## src/rtl/ideacfb_pkg.sv

```systemverilog
// ----------------------------------------------------------------------------
// ideacfb_pkg
// Shared widths, register indexes and defaults for the IDEA CFB byte cipher.
// ----------------------------------------------------------------------------
package ideacfb_pkg;

  localparam int DefaultRounds = 8;

  localparam int CfgIdxW  = 4;
  localparam int CfgDataW = 64;

  localparam logic [CfgIdxW-1:0] REG_KEY_HIGH     = 4'd0;
  localparam logic [CfgIdxW-1:0] REG_KEY_LOW      = 4'd1;
  localparam logic [CfgIdxW-1:0] REG_INIT_VECTOR  = 4'd2;
  localparam logic [CfgIdxW-1:0] REG_DECRYPT_MODE = 4'd3;

  localparam logic CMD_DATA    = 1'b0;
  localparam logic CMD_RESTART = 1'b1;

endpackage

```

## src/rtl/ideacfb_if.sv

```systemverilog
// ----------------------------------------------------------------------------
// ideacfb channel interfaces
// Valid/ready channels for the input items and the result bytes.
// ----------------------------------------------------------------------------
interface ideacfb_in_if;
  logic       valid;
  logic       ready;
  logic       cmd;
  logic [7:0] data_in;

  modport source (output valid, output cmd, output data_in, input ready);
  modport sink   (input valid, input cmd, input data_in, output ready);
endinterface

interface ideacfb_out_if;
  logic       valid;
  logic       ready;
  logic [7:0] data_out;

  modport source (output valid, output data_out, input ready);
  modport sink   (input valid, input data_out, output ready);
endinterface

```

## src/rtl/ideacfb_mulmod.sv

```systemverilog
// ----------------------------------------------------------------------------
// ideacfb_mulmod
// Multiply modulo 65537 (zero stands for 65536). Product registered, result
// reduced from the register in the cycle after the operands are presented.
// ----------------------------------------------------------------------------
module ideacfb_mulmod (
  input  logic        clk,
  input  logic [15:0] a,
  input  logic [15:0] b,
  output logic [15:0] y
);

  logic [16:0] ax;
  logic [16:0] bx;
  logic [33:0] full;
  logic [32:0] prod;
  logic [17:0] diff;
  logic [17:0] r;

  assign ax   = (a == 16'd0) ? 17'h10000 : {1'b0, a};
  assign bx   = (b == 16'd0) ? 17'h10000 : {1'b0, b};
  assign full = ax * bx;

  always_ff @(posedge clk) begin
    prod <= full[32:0];
  end

  // hi*2^16 + lo == lo - hi (mod 65537)
  assign diff = {2'b00, prod[15:0]} - {1'b0, prod[32:16]};
  assign r    = diff[17] ? (diff + 18'd65537) : diff;
  assign y    = r[15:0];

endmodule

```

## src/rtl/idea_cfb_byte_stream_cipher.sv

```systemverilog
// ----------------------------------------------------------------------------
// idea_cfb_byte_stream_cipher
// Byte-serial IDEA in 64-bit CFB mode with an iterative shared mod-65537
// multiplier and on-the-fly subkey generation.
// ----------------------------------------------------------------------------
//  channel   dir  handshake      payload
//  in_item   in   valid/ready    cmd, data_in
//  out_item  out  valid/ready    data_out
//  cfg       in   cfg_we         cfg_index, cfg_data
//
// A data byte with keystream left is accepted, then delivered from S_OUT.
// A byte that needs a refill first runs the block cipher: it performs one
// operation at a time through one shared multiplier, a multiply waiting on
// the registered product, and uses one subkey per operation.
// A restart is accepted in S_IDLE and gives no result.
// rst is synchronous; it clears control state and the feedback register.
// A stalled output holds the finished byte; the next item is still accepted
// while it waits, and the block pauses only when a second byte is ready.
// ----------------------------------------------------------------------------
module idea_cfb_byte_stream_cipher #(
  parameter int ROUNDS = ideacfb_pkg::DefaultRounds
) (
  input  logic                             clk,
  input  logic                             rst,
  ideacfb_in_if.sink                       in_item,
  ideacfb_out_if.source                    out_item,
  input  logic                             cfg_we,
  input  logic [ideacfb_pkg::CfgIdxW-1:0]  cfg_index,
  input  logic [ideacfb_pkg::CfgDataW-1:0] cfg_data
);

  localparam int RW = $clog2(ROUNDS + 1);
  localparam logic [RW-1:0] LAST_ROUND = RW'(ROUNDS);

  typedef enum logic [2:0] {
    S_IDLE   = 3'b001,
    S_CIPHER = 3'b010,
    S_OUT    = 3'b100
  } state_t;

  state_t state;

  // configuration
  logic [63:0]  key_high;
  logic [63:0]  key_low;
  logic [63:0]  init_vector;
  logic         decrypt_mode;

  // key snapshot taken at restart, and the rotating subkey source
  logic [127:0] key_snap;
  logic [127:0] key_rot;
  logic [2:0]   key_pos;
  logic [15:0]  subkey;

  logic [63:0]  fb;
  logic [3:0]   bytes_left;
  logic [7:0]   din;

  // cipher datapath
  logic [15:0]  x1, x2, x3, x4, t;
  logic [RW-1:0] rnd;
  logic [2:0]   op;
  logic         phase;
  logic         last;

  logic [15:0]  mul_a;
  logic [15:0]  mul_y;
  logic [15:0]  sum;

  logic         out_valid;
  logic [7:0]   out_data;
  logic         slot_free;
  logic [2:0]   byte_sel;
  logic [7:0]   ks;
  logic [7:0]   dout;
  logic [63:0]  fb_next;
  logic         in_fire;
  logic         cipher_done;

  assign subkey    = key_rot[127:112];
  assign last      = (rnd == LAST_ROUND);
  assign slot_free = !out_valid || out_item.ready;
  assign in_fire   = in_item.valid && in_item.ready;

  assign in_item.ready     = (state == S_IDLE);
  assign out_item.valid    = out_valid;
  assign out_item.data_out = out_data;

  // operand mux for the shared multiplier
  always_comb begin
    case (op)
      3'd0:    mul_a = x1;
      3'd3:    mul_a = x4;
      3'd4:    mul_a = x3 ^ x1;
      3'd5:    mul_a = (x2 ^ x4) + t;
      default: mul_a = x1;
    endcase
  end

  ideacfb_mulmod u_mul (
    .clk (clk),
    .a   (mul_a),
    .b   (subkey),
    .y   (mul_y)
  );

  assign sum = t + mul_y;

  // keystream byte: most significant unused byte first
  assign byte_sel = 3'(bytes_left - 4'd1);
  assign ks       = fb[{byte_sel, 3'b000} +: 8];
  assign dout     = ks ^ din;

  always_comb begin
    fb_next = fb;
    fb_next[{byte_sel, 3'b000} +: 8] = decrypt_mode ? din : dout;
  end

  assign cipher_done = (state == S_CIPHER) && (op == 3'd3) && phase && last;

  always_ff @(posedge clk) begin
    if (rst) begin
      key_high     <= '0;
      key_low      <= '0;
      init_vector  <= '0;
      decrypt_mode <= 1'b0;
    end else if (cfg_we) begin
      case (cfg_index)
        ideacfb_pkg::REG_KEY_HIGH:     key_high     <= cfg_data;
        ideacfb_pkg::REG_KEY_LOW:      key_low      <= cfg_data;
        ideacfb_pkg::REG_INIT_VECTOR:  init_vector  <= cfg_data;
        ideacfb_pkg::REG_DECRYPT_MODE: decrypt_mode <= cfg_data[0];
        default: ;
      endcase
    end
  end

  always_ff @(posedge clk) begin
    if (rst) begin
      state      <= S_IDLE;
      fb         <= '0;
      bytes_left <= '0;
      out_valid  <= 1'b0;
      op         <= '0;
      phase      <= 1'b0;
      rnd        <= '0;
      key_pos    <= '0;
    end else begin
      // S_OUT sets out_valid itself when the slot frees up
      if (out_item.ready && (state != S_OUT)) begin
        out_valid <= 1'b0;
      end
      case (state)
        S_IDLE: begin
          if (in_fire) begin
            if (in_item.cmd == ideacfb_pkg::CMD_RESTART) begin
              key_snap   <= {key_high, key_low};
              fb         <= init_vector;
              bytes_left <= '0;
            end else begin
              din <= in_item.data_in;
              if (bytes_left == 4'd0) begin
                // refill: start the block cipher on the feedback register
                x1      <= fb[63:48];
                x2      <= fb[47:32];
                x3      <= fb[31:16];
                x4      <= fb[15:0];
                key_rot <= key_snap;
                key_pos <= '0;
                op      <= '0;
                phase   <= 1'b0;
                rnd     <= '0;
                state   <= S_CIPHER;
              end else begin
                state <= S_OUT;
              end
            end
          end
        end

        S_CIPHER: begin
          if (!phase && (op == 3'd0 || op >= 3'd3)) begin
            // multiply issued this cycle; result lands next cycle
            phase <= 1'b1;
          end else begin
            phase <= 1'b0;
            // consume one subkey: rotate by 16, or by 25 net at group end
            key_pos <= key_pos + 3'd1;
            if (key_pos == 3'd7) begin
              key_rot <= {key_rot[86:0], key_rot[127:87]};
            end else begin
              key_rot <= {key_rot[111:0], key_rot[127:112]};
            end
            op <= (op == 3'd5) ? 3'd0 : op + 3'd1;
            case (op)
              3'd0: x1 <= mul_y;
              3'd1: begin
                if (last) x3 <= x3 + subkey;
                else      x2 <= x2 + subkey;
              end
              3'd2: begin
                if (last) x2 <= x2 + subkey;
                else      x3 <= x3 + subkey;
              end
              3'd3: begin
                x4 <= mul_y;
                if (last) begin
                  // output transform swaps the middle words
                  fb         <= {x1, x3, x2, mul_y};
                  bytes_left <= 4'd8;
                  state      <= S_OUT;
                end
              end
              3'd4: t <= mul_y;
              3'd5: begin
                // mul_y is the second MA output; sum is the first
                x1  <= x1 ^ mul_y;
                x2  <= x3 ^ mul_y;
                x3  <= x2 ^ sum;
                x4  <= x4 ^ sum;
                rnd <= rnd + RW'(1);
              end
              default: ;
            endcase
          end
        end

        S_OUT: begin
          if (slot_free) begin
            out_valid  <= 1'b1;
            out_data   <= dout;
            fb         <= fb_next;
            bytes_left <= bytes_left - 4'd1;
            state      <= S_IDLE;
          end
        end

        default: state <= S_IDLE;
      endcase
    end
  end

  // keystream count never exceeds one block
  a_bytes_range: assert property (@(posedge clk) disable iff (rst)
    bytes_left <= 4'd8)
    else $error("keystream count out of range");

  // finishing the block cipher leaves a full keystream block
  a_refill: assert property (@(posedge clk) disable iff (rst)
    cipher_done |=> (bytes_left == 4'd8) && (state == S_OUT))
    else $error("refill did not reload keystream");

  // a data byte with keystream left goes straight to delivery
  a_no_refill: assert property (@(posedge clk) disable iff (rst)
    (in_fire && in_item.cmd == ideacfb_pkg::CMD_DATA && bytes_left != 4'd0)
      |=> (state == S_OUT))
    else $error("unneeded refill");

  // the multiplier is never addressed beyond the last op of a round
  a_op_range: assert property (@(posedge clk) disable iff (rst)
    (state == S_CIPHER) |-> (op <= 3'd5) && (rnd <= LAST_ROUND))
    else $error("sequencer out of range");

endmodule

```

## src/flat_wrapper.sv

```systemverilog
// flat-port wrapper written by rule: the top's interface ports become plain ports
module idea_cfb_byte_stream_cipher_flat 
#(
  parameter int ROUNDS = ideacfb_pkg::DefaultRounds
)
  (clk, rst, cfg_we, cfg_index, cfg_data, in_item_valid, in_item_cmd, in_item_data_in, in_item_ready, out_item_valid, out_item_data_out, out_item_ready);
  ideacfb_in_if in_item_i ();
  ideacfb_out_if out_item_i ();
  input  logic clk;
  input  logic rst;
  input  logic cfg_we;
  input  logic [ideacfb_pkg::CfgIdxW-1:0] cfg_index;
  input  logic [ideacfb_pkg::CfgDataW-1:0] cfg_data;
  input wire logic [$bits(in_item_i.valid)-1:0] in_item_valid;
  input wire logic [$bits(in_item_i.cmd)-1:0] in_item_cmd;
  input wire logic [$bits(in_item_i.data_in)-1:0] in_item_data_in;
  output wire logic [$bits(in_item_i.ready)-1:0] in_item_ready;
  output wire logic [$bits(out_item_i.valid)-1:0] out_item_valid;
  output wire logic [$bits(out_item_i.data_out)-1:0] out_item_data_out;
  input wire logic [$bits(out_item_i.ready)-1:0] out_item_ready;
  assign in_item_i.valid = in_item_valid;
  assign in_item_i.cmd = in_item_cmd;
  assign in_item_i.data_in = in_item_data_in;
  assign in_item_ready = in_item_i.ready;
  assign out_item_valid = out_item_i.valid;
  assign out_item_data_out = out_item_i.data_out;
  assign out_item_i.ready = out_item_ready;
  idea_cfb_byte_stream_cipher #(.ROUNDS(ROUNDS)) u_core (.clk(clk), .rst(rst), .in_item(in_item_i), .out_item(out_item_i), .cfg_we(cfg_we), .cfg_index(cfg_index), .cfg_data(cfg_data));
endmodule
```

## config.mk

```make
export PLATFORM = sky130hd
export DESIGN_NAME = idea_cfb_byte_stream_cipher_flat
export DESIGN_NICKNAME = d
export VERILOG_FILES = /design/src/rtl/ideacfb_pkg.sv /design/src/rtl/ideacfb_if.sv /design/src/rtl/ideacfb_mulmod.sv /design/src/rtl/idea_cfb_byte_stream_cipher.sv /design/src/flat_wrapper.sv
export SDC_FILE = /design/constraint.sdc
export NUM_CORES = 2
export LEC_CHECK = 0
export BUFFER_PORTS_ARGS = -buffer_cell sky130_fd_sc_hd__buf_2
export CAP_MARGIN = 0
export CORE_MARGIN = 4
export CORE_UTILIZATION = 30
export CTS_BUF_LIST = sky130_fd_sc_hd__clkbuf_2 sky130_fd_sc_hd__clkbuf_4 sky130_fd_sc_hd__clkbuf_8
export CTS_CLUSTER_SIZE = 14
export DETAILED_ROUTE_END_ITERATION = 16
export GPL_TIMING_DRIVEN = 0
export PLACE_DENSITY_LB_ADDON = 0.2
export REMOVE_ABC_BUFFERS = 1
export SLEW_MARGIN = 5
export SYNTH_ARGS = -nofsm -noshare
export SYNTH_HDL_FRONTEND = slang
export SYNTH_HIERARCHICAL = 1
export SYNTH_SLANG_ARGS = --single-unit
```

## constraint.sdc

```tcl
create_clock -name clk -period 25.4 [get_ports clk]
set_clock_uncertainty 0.1 [all_clocks]
set_input_delay 1.27 -clock clk [delete_from_list [all_inputs] [get_ports clk]]
set_output_delay 1.27 -clock clk [all_outputs]
set_load 0.02 [all_outputs]
```

==> qor.yml <==
run_status: "finished clean"
syn-mean-instance-area_sq_um: 9.541
cp-start-kind: "flip-flop"
clock_latency_of_the_later_clocked_register_in_the_worst_skew_pair_ps: 800
core_area_sq_um: 136000
worst-endpoint-required_ps: 25970
slew_headroom: 0.08037
post_dp_cell_area_sq_um: 44570
drive_above_1_share: 0.1070
cts-htree-levels: 3
met2_usage: 0.3180
synth_area_sq_um: 41250
critical_path.max_stage_delay_ps: 740
drt_pre_antenna_iters: 6
cts_made_buffers: 116
clk_root_buffer_cell: "sky130_fd_sc_hd__clkbuf_8"
die_width_microns: 378.8
cts_buffer_depth: 3
ff_latch_area_sq_um: 16760
first_global_vias: 31486
pin_count_of_the_biggest_net_entering_global_routing: 125
tns_ps: 0
drc: 0
global_route.peak_usage_layer: "met2"
synth-seq-cells: 661
ys_warn_count: 6
slew_viol_final: 0
route.detailed.vias_per_inst: 5.053
crit_type: "reg2reg"
critPathMaxFanout: 17
gr-usage-met3: 0.02309
synth_top_flop_cell: "sky130_fd_sc_hd__edfxtp_1"
fillers: 13956
async_flop_share: 0
clk_transition_reported_paths_ps: 60
ir_drop_v: 0.00008953
yosys.area.top_type_share: 0.2562
standard_cell_row_count: 135
final-hold-violation-count: 0
multiInputGateArea_sq_um: 22380
fmax_mhz: 93.67
netlist_top_cells_area: "sky130_fd_sc_hd__edfxtp_1, sky130_fd_sc_hd__dfxtp_1, sky130_fd_sc_hd__fa_1, sky130_fd_sc_hd__nand2_1, sky130_fd_sc_hd__ha_1"
crit_top_cell: "sky130_fd_sc_hd__fa_1"
timing.final.setup_violations: 0
fp.dieArea_sq_um: 143500
cts_sinks: 661
fin_nets: 4872
global_route.overflow_total: 0
die_y_microns: 378.8
cts_hold_repair.buffers: 0
min-delay-path-class: "reg2reg"
cts.repair_timing.setup_buffer_count: 0
final_hold_slack_ps: 323.4
endpoint_kind: "flip-flop"
grt_first_pass_wirelength_microns: 203900
vias: 31608
total_leakage_power_nw: 18.22
tightestPinTransition_ps: 1370
totalWireLength_microns: 136300
number_of_antenna_violations_at_the_first_check_in_global_routing: 8
design.portCount: 92
grtUsageTotal: 0.1886
gp_routability_congestion: 0.9002
grtUsageMet1: 0.2509
routedWlPerCell_microns: 21.78
start_util: 0.3034
design_area_sq_um: 47170
drt-initial-drc-count: 2387
post-route-min-period_ps: 10680
drv_cap: 0
tritoncts: "done"
synth_seq_area_share: 0.4062
final_util: 0.3469
yosys.area.top_type: "sky130_fd_sc_hd__edfxtp_1"
crit_path_top_delay_cell: "sky130_fd_sc_hd__and4_1"
setup_repair_after_global_routing_missed_its_margin: "no"
power_per_cell_area_nw_per_um2: 92.58
post_synth_inst_count: 4324
place.port_buffers: 91
synth_edf_count: 352
final_hpwl_from_detailed_placement_microns: 100200
post_cts.resized_instances: 0
arrival_ps: 11250
finalCritPeriodShare: 0.4203
yosysUniqueCellTypes: 99
antenna_left: 0
areaGrowthSynthToFinish_pct: 14.33
worst paths after layout:
| path | from | depth (start not counted) | endpoint | slack, ps |
|---|---|---|---|---|
| setup / recovery | u_core/x2[4] | 33 | u_core/u_mul/prod[31] | 14720 |
| setup reg to reg | u_core/x2[4] | 33 | u_core/u_mul/prod[31] | 14720 |
| hold / removal | u_core/key_high[46] | 0 | u_core/key_snap[110] | 320 |
| hold reg to reg | u_core/key_high[46] | 0 | u_core/key_snap[110] | 320 |
state kept, by name, indices dropped and copies added (netlist names), 3 cells and up:
name                      cells
u_core/din                    8
u_core/op                     3
u_core/u_mul/prod            33
u_core/key_snap             128
u_core/init_vector           64
u_core/fb                    64
u_core/t                     16
u_core/x3                    16
u_core/key_high              64
u_core/bytes_left             4
u_core/key_low               64
u_core/state                  3
u_core/x1                    16
u_core/key_pos                3
u_core/rnd                    4
u_core/key_rot              128
u_core/out_item.data_out      8
u_core/x4                    16
u_core/x2                    16
stage by stage:
step | worst slack [ps] | std cells | total power [mW]
after floorplan | 14420 | 4075 | 2.723
after global placement | -2359 | 5947 | 3.312
after detailed placement | 14640 | 6029 | 3.305
after CTS | 14630 | 6247 | 4.394
after global routing | 14050 | 6253 | 4.682
final | 14720 | 6255 | 4.366
Yosys cell counts, types with 26 or more instances:
| master | number |
|---|---|
| sky130_fd_sc_hd__nor2_1 | 193 |
| sky130_fd_sc_hd__a21oi_1 | 302 |
| sky130_fd_sc_hd__o21ai_0 | 250 |
| sky130_fd_sc_hd__a222oi_1 | 26 |
| sky130_fd_sc_hd__xnor2_1 | 107 |
| sky130_fd_sc_hd__nand3_1 | 29 |
| sky130_fd_sc_hd__nand2_1 | 842 |
| sky130_fd_sc_hd__a22oi_1 | 82 |
| sky130_fd_sc_hd__clkbuf_1 | 229 |
| sky130_fd_sc_hd__dfxtp_1 | 309 |
| sky130_fd_sc_hd__a211oi_1 | 30 |
| sky130_fd_sc_hd__fa_1 | 228 |
| sky130_fd_sc_hd__inv_1 | 353 |
| sky130_fd_sc_hd__nor3_1 | 54 |
| sky130_fd_sc_hd__xor2_1 | 94 |
| sky130_fd_sc_hd__edfxtp_1 | 352 |
| sky130_fd_sc_hd__ha_1 | 194 |
| sky130_fd_sc_hd__o21ai_1 | 46 |
| sky130_fd_sc_hd__mux2i_1 | 150 |
| sky130_fd_sc_hd__and2_1 | 127 |
where the power goes:
| group | internal, mW | total [mW] | switching, mW |
|---|---|---|---|
| logic | 0.779 | 2.08 | 1.30 |
| registers | 1.19 | 1.23 | 0.0320 |
| clock network | 0.595 | 1.06 | 0.463 |
layout make-up:
| cell class | instances | share of cell area |
|---|---|---|
| Clock inverter | 40 | 0.006738 |
| Tap cell | 1781 | 0.04725 |
| Inverter | 354 | 0.02833 |
| Sequential cell | 661 | 0.3553 |
| Multi-Input combinational cell | 3060 | 0.4745 |
| Antenna cell | 6 | 0.0003183 |
| Clock buffer | 178 | 0.04677 |
| Timing Repair Buffer | 175 | 0.04083 |
critical path, delay by kind of cell (launching register included):
kind / cells / cell delay [ps]
adders and majority gates: 8 / 3790
AOI/OAI and AO/OA: 11 / 3230
and+or+nand+nor: 8 / 2000
DFF: 1 / 530
xor gates and xnor gates: 2 / 510
buffers and inverters: 4 / 410
layout by cell type, fill, tap and decap left out, types with 21 or more instances in the layout:
master,count
sky130_fd_sc_hd__a211oi_1,30
sky130_fd_sc_hd__a21o_1,22
sky130_fd_sc_hd__a21oi_1,299
sky130_fd_sc_hd__a222oi_1,26
sky130_fd_sc_hd__a22oi_1,82
sky130_fd_sc_hd__and2_1,125
sky130_fd_sc_hd__buf_16,27
sky130_fd_sc_hd__buf_2,90
sky130_fd_sc_hd__buf_4,22
sky130_fd_sc_hd__clkbuf_4,39
sky130_fd_sc_hd__clkbuf_8,139
sky130_fd_sc_hd__dfxtp_1,308
sky130_fd_sc_hd__edfxtp_1,352
sky130_fd_sc_hd__fa_1,228
sky130_fd_sc_hd__ha_1,193
sky130_fd_sc_hd__inv_1,352
sky130_fd_sc_hd__mux2i_1,150
sky130_fd_sc_hd__nand2_1,840
sky130_fd_sc_hd__nand3_1,28
sky130_fd_sc_hd__nor2_1,188
sky130_fd_sc_hd__nor3_1,49
sky130_fd_sc_hd__o211ai_1,21
sky130_fd_sc_hd__o21ai_0,240
sky130_fd_sc_hd__o21ai_1,46
sky130_fd_sc_hd__xnor2_1,107
sky130_fd_sc_hd__xor2_1,94
metal layers:
layer / share of wire / wire length, microns
met1: 0.44 / 60210
met2: 0.47 / 64080
met3: 0.054 / 7397
met4: 0.033 / 4556
met5: 0.000088 / 12
cells by family after synthesis:
| group | share of synthesized area |
|---|---|
| simple gates | 0.1468 |
| compound gates | 0.1316 |
| flops | 0.4062 |
| buf+inv | 0.05644 |
| fa+ha+maj | 0.1695 |
| xor+xnor | 0.04413 |
| mux | 0.04540 |
(Power assumes the default switching activity.)
